$ cat config.mk
export PLATFORM = sky130hd
export DESIGN_NAME = murmur3_32_hash_stream_top
export DESIGN_NICKNAME = d
export VERILOG_FILES = /design/src/design/m3h_pkg.sv /design/src/design/murmur3_32_hash_stream_top.sv /design/src/design/m3h_front.sv /design/src/design/m3h_queue.sv /design/src/design/m3h_back.sv
export SDC_FILE = /design/constraint.sdc
export NUM_CORES = 2
export LEC_CHECK = 0
export ABC_AREA = 1
export BUFFER_PORTS_ARGS = -buffer_cell sky130_fd_sc_hd__buf_2
export CELL_PAD_IN_SITES_DETAIL_PLACEMENT = 0
export CELL_PAD_IN_SITES_GLOBAL_PLACEMENT = 1
export CORE_MARGIN = 8
export CORE_UTILIZATION = 30
export CTS_CLUSTER_SIZE = 30
export DETAILED_ROUTE_END_ITERATION = 8
export PLACE_DENSITY_LB_ADDON = 0.1
export RECOVER_POWER = 25
export SLEW_MARGIN = 20
export SYNTH_ARGS = -nofsm -noshare
export SYNTH_HDL_FRONTEND = slang
export SYNTH_SLANG_ARGS = --single-unit
$ cat constraint.sdc
create_clock -name clock -period 15.5 [get_ports clock]
set_input_delay 1.55 -clock clock [delete_from_list [all_inputs] [get_ports clock]]
set_output_delay 1.55 -clock clock [all_outputs]
set_load 0.01 [all_outputs]
$ cat src/design/m3h_pkg.sv
// shared types and constants for the murmur3 32-bit hash stream block
`default_nettype none

package m3h_pkg;

   localparam logic [31:0] MIX_C1     = 32'hcc9e2d51;
   localparam logic [31:0] MIX_C2     = 32'h1b873593;
   localparam logic [31:0] MIX_ADD    = 32'he6546b64;
   localparam logic [31:0] FIN_M1     = 32'h85ebca6b;
   localparam logic [31:0] FIN_M2     = 32'hc2b2ae35;
   localparam logic [31:0] SEED_RESET = 32'h9747b28c;

   localparam logic [2:0] COUNT_FULL = 3'd4;

   localparam int CSR_ADDR_W = 3;
   localparam logic [0:0] REG_SEED = 1'b0;

   typedef enum logic [1:0] {
      KIND_FULL,
      KIND_ERROR,
      KIND_LAST
   } kind_type;

   typedef struct packed {
      logic [31:0] word;
      logic [2:0]  count;
      kind_type    kind;
   } beat_type;

   localparam int QUEUE_DEPTH = 4;
   localparam int QUEUE_IDX_W = $clog2(QUEUE_DEPTH);

endpackage

`default_nettype wire

$ cat src/design/murmur3_32_hash_stream_top.sv
// top level of the murmur3 32-bit hash stream block with its seed register
`default_nettype none

// Hashes one message at a time with 32-bit MurmurHash3 (x86_32). Push one
// little-endian word per beat with its valid byte count and a last mark; a
// result (hash, or error for a short word that is not last) appears on the
// rsp_ side. A front register takes beats into a four-entry queue, so input
// keeps flowing while the hash engine works or a result waits to be popped.
// The engine is a sequencer with one multiplier step per cycle: a full word
// runs MUL1, MUL2 and FOLD, a last word then FIN1 to FIN3 and EMIT (an empty
// one skips to FIN1), an error beat goes to EMIT, and EMIT waits for a free
// result slot. The seed is taken when the first word of a message reaches
// the engine, so a write lands at the next message start.

module murmur3_32_hash_stream_top (
   input  wire logic                              clock,
   input  wire logic                              reset,
   input  wire logic                              req_push,
   output logic                                   req_full,
   input  wire logic [31:0]                       req_data_word,
   input  wire logic [2:0]                        req_byte_count,
   input  wire logic                              req_last,
   output logic                                   rsp_empty,
   input  wire logic                              rsp_pop,
   output logic [31:0]                            rsp_hash_value,
   output logic                                   rsp_error,
   input  wire logic                              csr_psel,
   input  wire logic                              csr_penable,
   input  wire logic                              csr_pwrite,
   input  wire logic [m3h_pkg::CSR_ADDR_W-1:0]    csr_paddr,
   input  wire logic [31:0]                       csr_pwdata,
   output logic [31:0]                            csr_prdata,
   output logic                                   csr_pready
);

   logic                 seed_wr;
   logic [31:0]          seed_val_ff;
   logic                 q_push, q_full, q_pop, q_empty;
   m3h_pkg::beat_type    push_beat, pop_beat;
   logic                 seed_sel;

   assign csr_pready = 1'b1;
   assign seed_sel   = (csr_paddr[m3h_pkg::CSR_ADDR_W-1] == m3h_pkg::REG_SEED);
   assign csr_prdata = seed_sel ? seed_val_ff : 32'h0;
   assign seed_wr    = csr_psel && csr_penable && csr_pwrite && csr_pready && seed_sel;

   always_ff @(posedge clock) begin
      if (reset) begin
         seed_val_ff <= m3h_pkg::SEED_RESET;
      end else if (seed_wr) begin
         seed_val_ff <= csr_pwdata;
      end
   end

   m3h_front u_front (
      .clock          (clock),
      .reset          (reset),
      .req_push       (req_push),
      .req_full       (req_full),
      .req_data_word  (req_data_word),
      .req_byte_count (req_byte_count),
      .req_last       (req_last),
      .q_push         (q_push),
      .q_beat         (push_beat),
      .q_full         (q_full)
   );

   m3h_queue u_queue (
      .clock     (clock),
      .reset     (reset),
      .push      (q_push),
      .push_beat (push_beat),
      .full      (q_full),
      .pop       (q_pop),
      .pop_beat  (pop_beat),
      .empty     (q_empty)
   );

   m3h_back u_back (
      .clock          (clock),
      .reset          (reset),
      .q_empty        (q_empty),
      .q_pop          (q_pop),
      .q_beat         (pop_beat),
      .seed           (seed_val_ff),
      .rsp_empty      (rsp_empty),
      .rsp_pop        (rsp_pop),
      .rsp_hash_value (rsp_hash_value),
      .rsp_error      (rsp_error)
   );

endmodule

`default_nettype wire

$ cat src/design/m3h_front.sv
// input stage: saturates the byte count, masks tail bytes and classifies each beat
`default_nettype none

module m3h_front (
   input  wire logic              clock,
   input  wire logic              reset,
   input  wire logic              req_push,
   output logic                   req_full,
   input  wire logic [31:0]       req_data_word,
   input  wire logic [2:0]        req_byte_count,
   input  wire logic              req_last,
   output logic                   q_push,
   output m3h_pkg::beat_type      q_beat,
   input  wire logic              q_full
);

   logic                 valid_ff, valid_in;
   m3h_pkg::beat_type    beat_ff, beat_in;
   logic                 accept;
   logic [2:0]           count_sat;

   assign req_full = valid_ff && q_full;
   assign accept   = req_push && !req_full;
   assign q_push   = valid_ff && !q_full;
   assign q_beat   = beat_ff;

   always_comb begin
      count_sat = (req_byte_count > m3h_pkg::COUNT_FULL) ? m3h_pkg::COUNT_FULL
                                                         : req_byte_count;
      beat_in       = beat_ff;
      valid_in      = valid_ff && q_full;
      if (accept) begin
         valid_in       = 1'b1;
         beat_in.count  = count_sat;
         beat_in.word   = req_data_word;
         if (!req_last) begin
            beat_in.kind = (count_sat == m3h_pkg::COUNT_FULL) ? m3h_pkg::KIND_FULL
                                                              : m3h_pkg::KIND_ERROR;
         end else begin
            beat_in.kind = m3h_pkg::KIND_LAST;
            // bytes above the count are dropped before scrambling
            case (count_sat)
               3'd0:    beat_in.word = 32'h0;
               3'd1:    beat_in.word = {24'h0, req_data_word[7:0]};
               3'd2:    beat_in.word = {16'h0, req_data_word[15:0]};
               3'd3:    beat_in.word = {8'h0, req_data_word[23:0]};
               default: beat_in.word = req_data_word;
            endcase
         end
      end
   end

   always_ff @(posedge clock) begin
      if (reset) begin
         valid_ff <= 1'b0;
      end else begin
         valid_ff <= valid_in;
      end
      beat_ff <= beat_in;
   end

endmodule

`default_nettype wire

$ cat src/design/m3h_queue.sv
// short queue of classified beats between the front stage and the hash engine
`default_nettype none

module m3h_queue (
   input  wire logic              clock,
   input  wire logic              reset,
   input  wire logic              push,
   input  m3h_pkg::beat_type      push_beat,
   output logic                   full,
   input  wire logic              pop,
   output m3h_pkg::beat_type      pop_beat,
   output logic                   empty
);

   m3h_pkg::beat_type                  entry_ff [m3h_pkg::QUEUE_DEPTH];
   logic [m3h_pkg::QUEUE_IDX_W-1:0]    wr_ptr_ff, rd_ptr_ff;
   logic [m3h_pkg::QUEUE_IDX_W:0]      fill_ff;
   logic                               do_push, do_pop;

   assign full     = (fill_ff == (m3h_pkg::QUEUE_IDX_W+1)'(m3h_pkg::QUEUE_DEPTH));
   assign empty    = (fill_ff == '0);
   assign do_push  = push && !full;
   assign do_pop   = pop && !empty;
   assign pop_beat = entry_ff[rd_ptr_ff];

   always_ff @(posedge clock) begin
      if (reset) begin
         wr_ptr_ff <= '0;
         rd_ptr_ff <= '0;
         fill_ff   <= '0;
      end else begin
         if (do_push) begin
            wr_ptr_ff <= wr_ptr_ff + 1'b1;
         end
         if (do_pop) begin
            rd_ptr_ff <= rd_ptr_ff + 1'b1;
         end
         if (do_push && !do_pop) begin
            fill_ff <= fill_ff + 1'b1;
         end else if (do_pop && !do_push) begin
            fill_ff <= fill_ff - 1'b1;
         end
      end
      if (do_push) begin
         entry_ff[wr_ptr_ff] <= push_beat;
      end
   end

endmodule

`default_nettype wire

$ cat src/design/m3h_back.sv
// hash engine: word scramble, fold into the running hash, avalanche and result register
`default_nettype none

module m3h_back (
   input  wire logic              clock,
   input  wire logic              reset,
   input  wire logic              q_empty,
   output logic                   q_pop,
   input  m3h_pkg::beat_type      q_beat,
   input  wire logic [31:0]       seed,
   output logic                   rsp_empty,
   input  wire logic              rsp_pop,
   output logic [31:0]            rsp_hash_value,
   output logic                   rsp_error
);

   typedef enum logic [2:0] {
      S_IDLE,
      S_MUL1,
      S_MUL2,
      S_FOLD,
      S_FIN1,
      S_FIN2,
      S_FIN3,
      S_EMIT
   } state_type;

   state_type            state_ff, state_in;
   logic                 at_start_ff, at_start_in;
   logic [31:0]          hash_ff, hash_in;
   logic [31:0]          total_ff, total_in;
   logic [31:0]          k_ff, k_in;
   logic [31:0]          word_ff, word_in;
   logic [2:0]           count_ff, count_in;
   m3h_pkg::kind_type    kind_ff, kind_in;
   logic                 err_ff, err_in;
   logic                 rsp_valid_ff, rsp_valid_in;
   logic [31:0]          rsp_hash_ff, rsp_hash_in;
   logic                 rsp_error_ff, rsp_error_in;

   assign rsp_empty      = !rsp_valid_ff;
   assign rsp_hash_value = rsp_hash_ff;
   assign rsp_error      = rsp_error_ff;

   always_comb begin
      logic [31:0] base_hash;
      logic [31:0] base_total;
      logic [31:0] mixed;
      logic [31:0] rot;
      logic [31:0] x;

      base_hash    = at_start_ff ? seed : hash_ff;
      base_total   = at_start_ff ? 32'h0 : total_ff;
      mixed        = hash_ff ^ k_ff;
      rot          = {mixed[18:0], mixed[31:19]};
      x            = 32'h0;
      state_in     = state_ff;
      at_start_in  = at_start_ff;
      hash_in      = hash_ff;
      total_in     = total_ff;
      k_in         = k_ff;
      word_in      = word_ff;
      count_in     = count_ff;
      kind_in      = kind_ff;
      err_in       = err_ff;
      q_pop        = 1'b0;
      rsp_valid_in = rsp_valid_ff && !rsp_pop;
      rsp_hash_in  = rsp_hash_ff;
      rsp_error_in = rsp_error_ff;

      unique case (state_ff)
         S_IDLE: begin
            if (!q_empty) begin
               q_pop       = 1'b1;
               word_in     = q_beat.word;
               count_in    = q_beat.count;
               kind_in     = q_beat.kind;
               at_start_in = 1'b0;
               hash_in     = base_hash;
               if (q_beat.kind == m3h_pkg::KIND_ERROR) begin
                  total_in = base_total;
                  k_in     = 32'h0;
                  err_in   = 1'b1;
                  state_in = S_EMIT;
               end else begin
                  total_in = base_total + {29'h0, q_beat.count};
                  err_in   = 1'b0;
                  state_in = (q_beat.count == 3'd0) ? S_FIN1 : S_MUL1;
               end
            end
         end
         S_MUL1: begin
            k_in     = word_ff * m3h_pkg::MIX_C1;
            state_in = S_MUL2;
         end
         S_MUL2: begin
            k_in     = {k_ff[16:0], k_ff[31:17]} * m3h_pkg::MIX_C2;
            state_in = S_FOLD;
         end
         S_FOLD: begin
            // tail bytes are folded in without the rotate, times five and add
            if (count_ff == m3h_pkg::COUNT_FULL) begin
               hash_in = {rot[29:0], 2'b00} + rot + m3h_pkg::MIX_ADD;
            end else begin
               hash_in = mixed;
            end
            state_in = (kind_ff == m3h_pkg::KIND_LAST) ? S_FIN1 : S_IDLE;
         end
         S_FIN1: begin
            x           = hash_ff ^ total_ff;
            x           = x ^ {16'h0, x[31:16]};
            k_in        = x * m3h_pkg::FIN_M1;
            at_start_in = 1'b1;
            state_in    = S_FIN2;
         end
         S_FIN2: begin
            x        = k_ff ^ {13'h0, k_ff[31:13]};
            k_in     = x * m3h_pkg::FIN_M2;
            state_in = S_FIN3;
         end
         S_FIN3: begin
            k_in     = k_ff ^ {16'h0, k_ff[31:16]};
            state_in = S_EMIT;
         end
         S_EMIT: begin
            if (!rsp_valid_ff || rsp_pop) begin
               rsp_valid_in = 1'b1;
               rsp_hash_in  = k_ff;
               rsp_error_in = err_ff;
               state_in     = S_IDLE;
            end
         end
         default: begin
            state_in = S_IDLE;
         end
      endcase
   end

   always_ff @(posedge clock) begin
      if (reset) begin
         state_ff     <= S_IDLE;
         at_start_ff  <= 1'b1;
         hash_ff      <= 32'h0;
         total_ff     <= 32'h0;
         rsp_valid_ff <= 1'b0;
      end else begin
         state_ff     <= state_in;
         at_start_ff  <= at_start_in;
         hash_ff      <= hash_in;
         total_ff     <= total_in;
         rsp_valid_ff <= rsp_valid_in;
      end
      k_ff         <= k_in;
      word_ff      <= word_in;
      count_ff     <= count_in;
      kind_ff      <= kind_in;
      err_ff       <= err_in;
      rsp_hash_ff  <= rsp_hash_in;
      rsp_error_ff <= rsp_error_in;
   end

endmodule

`default_nettype wire

==> After elaboration in Yosys (flattened, before gate mapping) <==
Memories as Yosys holds them, arrays and structs flattened. A register that Yosys moved wholly into a read port is not among the register bits.
Index checks and enable logic that the tools add are counted.
{ "op_classes": {"add_sub_neg": 7, "multipliers": 4, "magnitude_cmp": 1, "n_eq_ne": 19, "n_mux": 34, "bitwise": 7, "n_reduce_logical": 33} }
{ "ops": {"columns": ["op", "count"], "rows": [
  ["32-bit 2-to-1 mux", 9],
  ["32-bit case mux with 6 select lines", 1],
  ["32-bit case mux with 4 select lines", 1],
  ["32-bit by 31-bit multiplier with 32-bit output, second input constant", 2],
  ["32-bit case mux with 2 select lines", 1],
  ["32-bit by 16-bit bitwise XOR with 32-bit output", 2],
  ["32-bit bitwise XOR", 2],
  ["32-bit by 3-bit adder with 32-bit output", 1],
  ["32-bit adder", 1],
  ["32-bit adder, second input constant", 1],
  ["32-bit by 29-bit multiplier with 32-bit output, second input constant", 1],
  ["32-bit by 32-bit multiplier with 32-bit output, second input constant", 1],
  ["32-bit by 19-bit bitwise XOR with 32-bit output", 1],
  ["3-bit 2-to-1 mux", 8],
  ["3-bit case mux with 8 select lines", 1],
  ["3-bit == test, second input constant", 7],
  ["3-bit by 2-bit == test with 1-bit output, second input constant", 4],
  ["3-bit zero test", 4],
  ["1-bit logical AND", 11],
  ["1-bit 2-to-1 mux", 10],
  ["2-bit AND reduction", 4],
  ["1-bit zero test", 7],
  ["3-bit by 1-bit == test with 1-bit output, second input constant", 2],
  ["2-bit by 1-bit != test with 1-bit output, second input constant", 3],
  ["14 further kinds", 20]
]} }
{ "word_totals": {"regBits": 249, "mem_bits_rw": 148, "in_bits": 78, "out_inout_bits": 68, "elab_cells": 126, "mem_count": 1} }
{ "memory_table": {"columns": ["memory", "depth", "width", "rd", "rd_ports_with_merged_regs", "wr", "line", "source"], "rows": [
  ["u_queue.entry_ff", 4, 37, 1, 1, 1, "m3h_queue.sv:15", "m3h_pkg::beat_type entry_ff [m3h_pkg::QUEUE_DEPTH];"]
]} }

==> Longest topological paths before layout <==
{ "depth": {"ltp_word": 8, "depth_mapped": 35, "ltp_nobuf": 35} }

==> By module <==
A second synthesis with hierarchy kept.
{ "unflattened": {"hier_cells": 6143, "area_unflattened_um2": 54788.8} }
{ "modules_own_cells": {"columns": ["module", "instances", "cells_per_inst", "area_each_um2", "seq_area_each_um2"], "rows": [
  ["m3h_back", 1, 5346, 45732.6, 4474.3],
  ["m3h_queue", 1, 428, 5975.7, 4624.4],
  ["murmur3_32_hash_stream_top", 1, 248, 1571.5, 640.6],
  ["m3h_front", 1, 121, 1508.9, 1131.1]
]} }

==> Worst setup path after synthesis <==
OpenSTA, ideal clock, no wires.
{ "synth_path": {"path_kind": "reg-to-reg", "startpoint": "register u_back.hash_ff[28]", "endpoint": "register u_back.k_ff[26] (data pin)", "t_arrival_ns": 6.419, "required_time_ns": 15.234, "setup_slack_ns": 8.815, "path_stages_with_launch": 28, "path_buffers": 0, "synth_period_minus_slack_ns": 6.685, "cell_sequence": "dfxtp_1 -> xor2_2 -> xnor2_1 -> ha_1 -> ha_1 -> fa_1 -> inv_1 -> fa_1 -> inv_1 -> fa_1 -> inv_1 -> fa_1 -> inv_1 -> fa_1 -> fa_1 -> ha_1 -> nand2_1 -> nor4_2 -> nand4_1 -> nand3_2 -> nand2_1 -> nand2_1 -> nand2_1 -> nand2_1 -> xnor2_1 -> nor2_1 -> nor2_1 -> nor2_1"} }
{ "synth_between": {"elab_chain_len": 4} }
{ "synth_lines": {"columns": ["item", "line", "source"], "rows": [
  ["from (decl)", "m3h_back.sv:30", "logic [31:0] hash_ff, hash_in;"],
  ["from (signal assigned)", "m3h_back.sv:149", "hash_ff <= hash_in;"],
  ["32-bit bitwise XOR", "m3h_back.sv:110", "x = hash_ff ^ total_ff;"],
  ["32-bit by 16-bit bitwise XOR with 32-bit output", "m3h_back.sv:111", "x = x ^ {16'h0, x[31:16]};"],
  ["32-bit by 32-bit multiplier with 32-bit output", "m3h_back.sv:112", "k_in = x * m3h_pkg::FIN_M1;"],
  ["32-bit case mux with 6 select lines", "m3h_back.sv:71", "unique case (state_ff)"],
  ["net u_back.k_in[26]", "m3h_back.sv:32", "logic [31:0] k_ff, k_in;"],
  ["to (signal assigned)", "m3h_back.sv:153", "k_ff <= k_in;"],
  ["to (decl)", "m3h_back.sv:32", null]
]} }
The timed path passes the listed nets, and every way through them passes these cells.
A chain may end at the register's enable or synchronous reset.

==> Worst setup path in the final report <==
{ "layout_path": {"startpoint": "register u_back.k_ff[22]", "endpoint": "register u_back.k_ff[27] (data pin)"} }
{ "layout_between": {"elab_chain_len": 3} }
{ "layout_lines": {"columns": ["item", "line", "source"], "rows": [
  ["32-bit by 19-bit bitwise XOR with 32-bit output", "m3h_back.sv:117", "x = k_ff ^ {13'h0, k_ff[31:13]};"],
  ["32-bit by 31-bit multiplier with 32-bit output", "m3h_back.sv:118", "k_in = x * m3h_pkg::FIN_M2;"],
  ["32-bit case mux with 6 select lines *", "m3h_back.sv:71", null],
  ["net u_back.k_in[27]", "m3h_back.sv:32", null]
]} }
Mark *: on every way through the listed nets, which the timed path passes. The rest lies on a longest branch.

==> flow_summary.toml <==
[detailed_routing]
wl_per_cell_um = 22.2
first_pass_iters = 8
drt_iter0_drc = 2557
routed_wl_mm = 192
vias = 39600
detail-route-antenna-nets = 0
drc = 0
routed_via_density = 4.58

[synthesis]
synth-main-ff-cell = "edfxtp_1"
synth_area_leader_cell = "fa_1"
synth_edf_count = 288
postSynthAreaPerCell_um2 = 8.96
syn_nets = 7702
synth_seq_area_share = 0.200
yosysWarningCount = 0
synth.area.top_cells = "fa_1 (27%), ha_1 (19%), edfxtp_1 (16%)"
ys_seq_elements = 399
syn_area_um2 = 54500
syn_inst = 6078
ys_types = 70
ys_async_sr_fraction = 0
yosysTopAreaCellShare = 0.270

[sta]
hold_viol_final = 0
clock_skew_ns = 0.0362
tightest_slew_ns = 2.38
fin_tns_setup_ns = 0
drv_slew = 235
slew_headroom = -0.585
max_freq_ghz = 0.105
setup_viol = 0
rsz0062_at_grt = "false"
finalCriticalPeriod_ns = 9.56
final.period_utilization = 0.617

[cells_and_area]
layout.cells.most_common = "inv_1"
drive_above_1_share = 0.0524
final_cell_mix = "inv_1 (1616), ha_1 (812), fa_1 (734)"
area_growth_pct = 9.75
nets = 7862

[floorplanning]
die_area_um2 = 195000
start_util = 0.302
core_um2 = 181000
die_w_um = 442
chipHeight_um = 442
ios = 146
row_count = 156

[worst_setup_path]
worst-r2r-cell-count = 25
worstSetupPathType = "flip-flop to flip-flop"
path_max_fanout = 16
crit_arrival_ns = 9.95
required_ns = 15.89
worstSetupEndpointType = "flip-flop"
cp-start-kind = "flip-flop"

[clock_tree]
clock_latency_ns = 0.66
cts_num_sinks = 399
root_buffer = "clkbuf_16"
cts-buffers-inserted = 51
cts_buffer_depth = 3
cts_resized = 0
cts_htree_levels = 2
cts_tree = "done"
cts_setup_buffers = 0
cts.clk_slew.worst_paths_ns = 0.07
cts_hold_buffers = 0

[global_route]
grt_pass1_wl_mm = 284
grt_overflow = 0
track_usage = 0.195
grt_pass1_vias = 41600
antenna_found_initial = 5
grt_start_max_net_pins = 80

[placement]
dp.final_hpwl_mm = 159
gp_congestion = 0.880
port_buffers = 142

[job]
maxCapViolCount = 18

[hold_path]
hold_path.class = "flip-flop to flip-flop"
worstHoldPathCells = 2

[outcome]
status = "finished with violations"
violations = "capacitance limit, slew limit"
[final timing paths]
path	from	endpoint	slack, ns
max	u_back.k_ff[22]$_DFFE_PP_	u_back.k_ff[27]$_DFFE_PP_	5.94
min	u_queue.rd_ptr_ff[1]$_SDFFE_PP0P_	u_queue.rd_ptr_ff[1]$_SDFFE_PP0P_	0.47
max reg2reg	u_back.k_ff[22]$_DFFE_PP_	u_back.k_ff[27]$_DFFE_PP_	5.94
min reg2reg	u_queue.rd_ptr_ff[1]$_SDFFE_PP0P_	u_queue.rd_ptr_ff[1]$_SDFFE_PP0P_	0.47
[through the flow]
step | utilization | worst slack (ns) | cells | hold WS (ns) | area [um^2]
after global placement | 0.323 | 7.27 | 8554 | 0.454 | 58300
after detailed placement | 0.323 | 7.28 | 8554 | 0.465 | 58300
after floorplan | - | 8.82 | 6078 | 0.400 | 54500
after CTS | 0.332 | 7.25 | 8649 | 0.475 | 59900
final | 0.331 | 5.94 | 8651 | 0.469 | 59800
after global routing | 0.331 | 5.72 | 8651 | 0.489 | 59800
[critical path: stages (launching register included)]
cell and delay (ns):
edfxtp_1 0.34, clkbuf_1 1.69, xnor2_1 0.66, inv_1 0.34
ha_1 0.33, fa_1 0.49, fa_1 0.57, inv_1 0.05
fa_1 0.51, inv_1 0.06, fa_1 0.50, fa_1 0.51
fa_1 0.50, inv_1 0.06, fa_1 0.48, inv_1 0.04
ha_1 0.36, a21oi_1 0.27, o21ai_0 0.12, a21oi_1 0.17
nand3_1 0.16, a21o_1 0.21, o21ai_0 0.47, nand3_1 0.18
nor2_1 0.13, nor2_1 0.05
[registers in the layout, indices dropped and copies added (netlist names), 3 cells and up, named ones only]
signal / flops
u_queue.fill_ff: 3
u_back.count_ff: 3
u_back.word_ff: 32
u_front.q_beat: 37
u_back.hash_ff: 32
u_back.rsp_hash_value: 32
u_queue.entry_ff: 148
u_back.state_ff: 3
u_back.k_ff: 32
seed_val_ff: 32
u_back.total_ff: 32
[routing by layer]
metal / routed length, um / track usage
met1: 92100 / 0.279
met2: 91100 / 0.330
met3: 6300 / 0.0164
met4: 2200 / 0.0239
met5: 0 / 0
[final cells by class]
| cell class | count | area [um^2] |
|---|---|---|
| Antenna cell | 1 | 2.50 |
| Clock buffer | 65 | 1360 |
| Clock inverter | 30 | 270 |
| Fill cell | 19100 | 121000 |
| Inverter | 1635 | 6140 |
| Multi-Input combinational cell | 3943 | 37100 |
| Sequential cell | 399 | 10900 |
| Tap cell | 2370 | 2970 |
| Timing Repair Buffer | 208 | 1100 |
[Yosys cell counts, types with 4 or more instances]
master / instances
nor3_1: 30
nand2_1: 663
edfxtp_1: 288
nand3_1: 144
a21o_1: 28
nand3b_1: 21
a31oi_1: 17
inv_1: 1619
nor2_1: 373
o21bai_1: 16
o21a_1: 8
a221oi_1: 11
ha_1: 812
inv_2: 10
o21ai_0: 315
o22ai_1: 38
nor2_2: 8
xnor2_2: 4
clkinv_1: 5
o21ai_1: 13
nor4_1: 10
o211ai_1: 25
buf_2: 19
clkbuf_1: 71
dfxtp_1: 111
or2_2: 21
a21oi_1: 356
nand4_1: 41
xor2_1: 68
xnor2_1: 132
fa_1: 734
[cell families (layout without fill, tap and decap cells)]
logic type	count (synthesis)	after routing	synth area share
buf+inv	1736	1938	0.121
compound gates	854	854	0.0861
other cells	1	2	0.0000688
xor+xnor	205	205	0.0336
flops	399	399	0.200
simple gates	1337	1337	0.104
fa+ha+maj	1546	1546	0.456
Power is not shown: default switching activity piles up to over one toggle a cycle in this logic, so the estimate is an artifact.
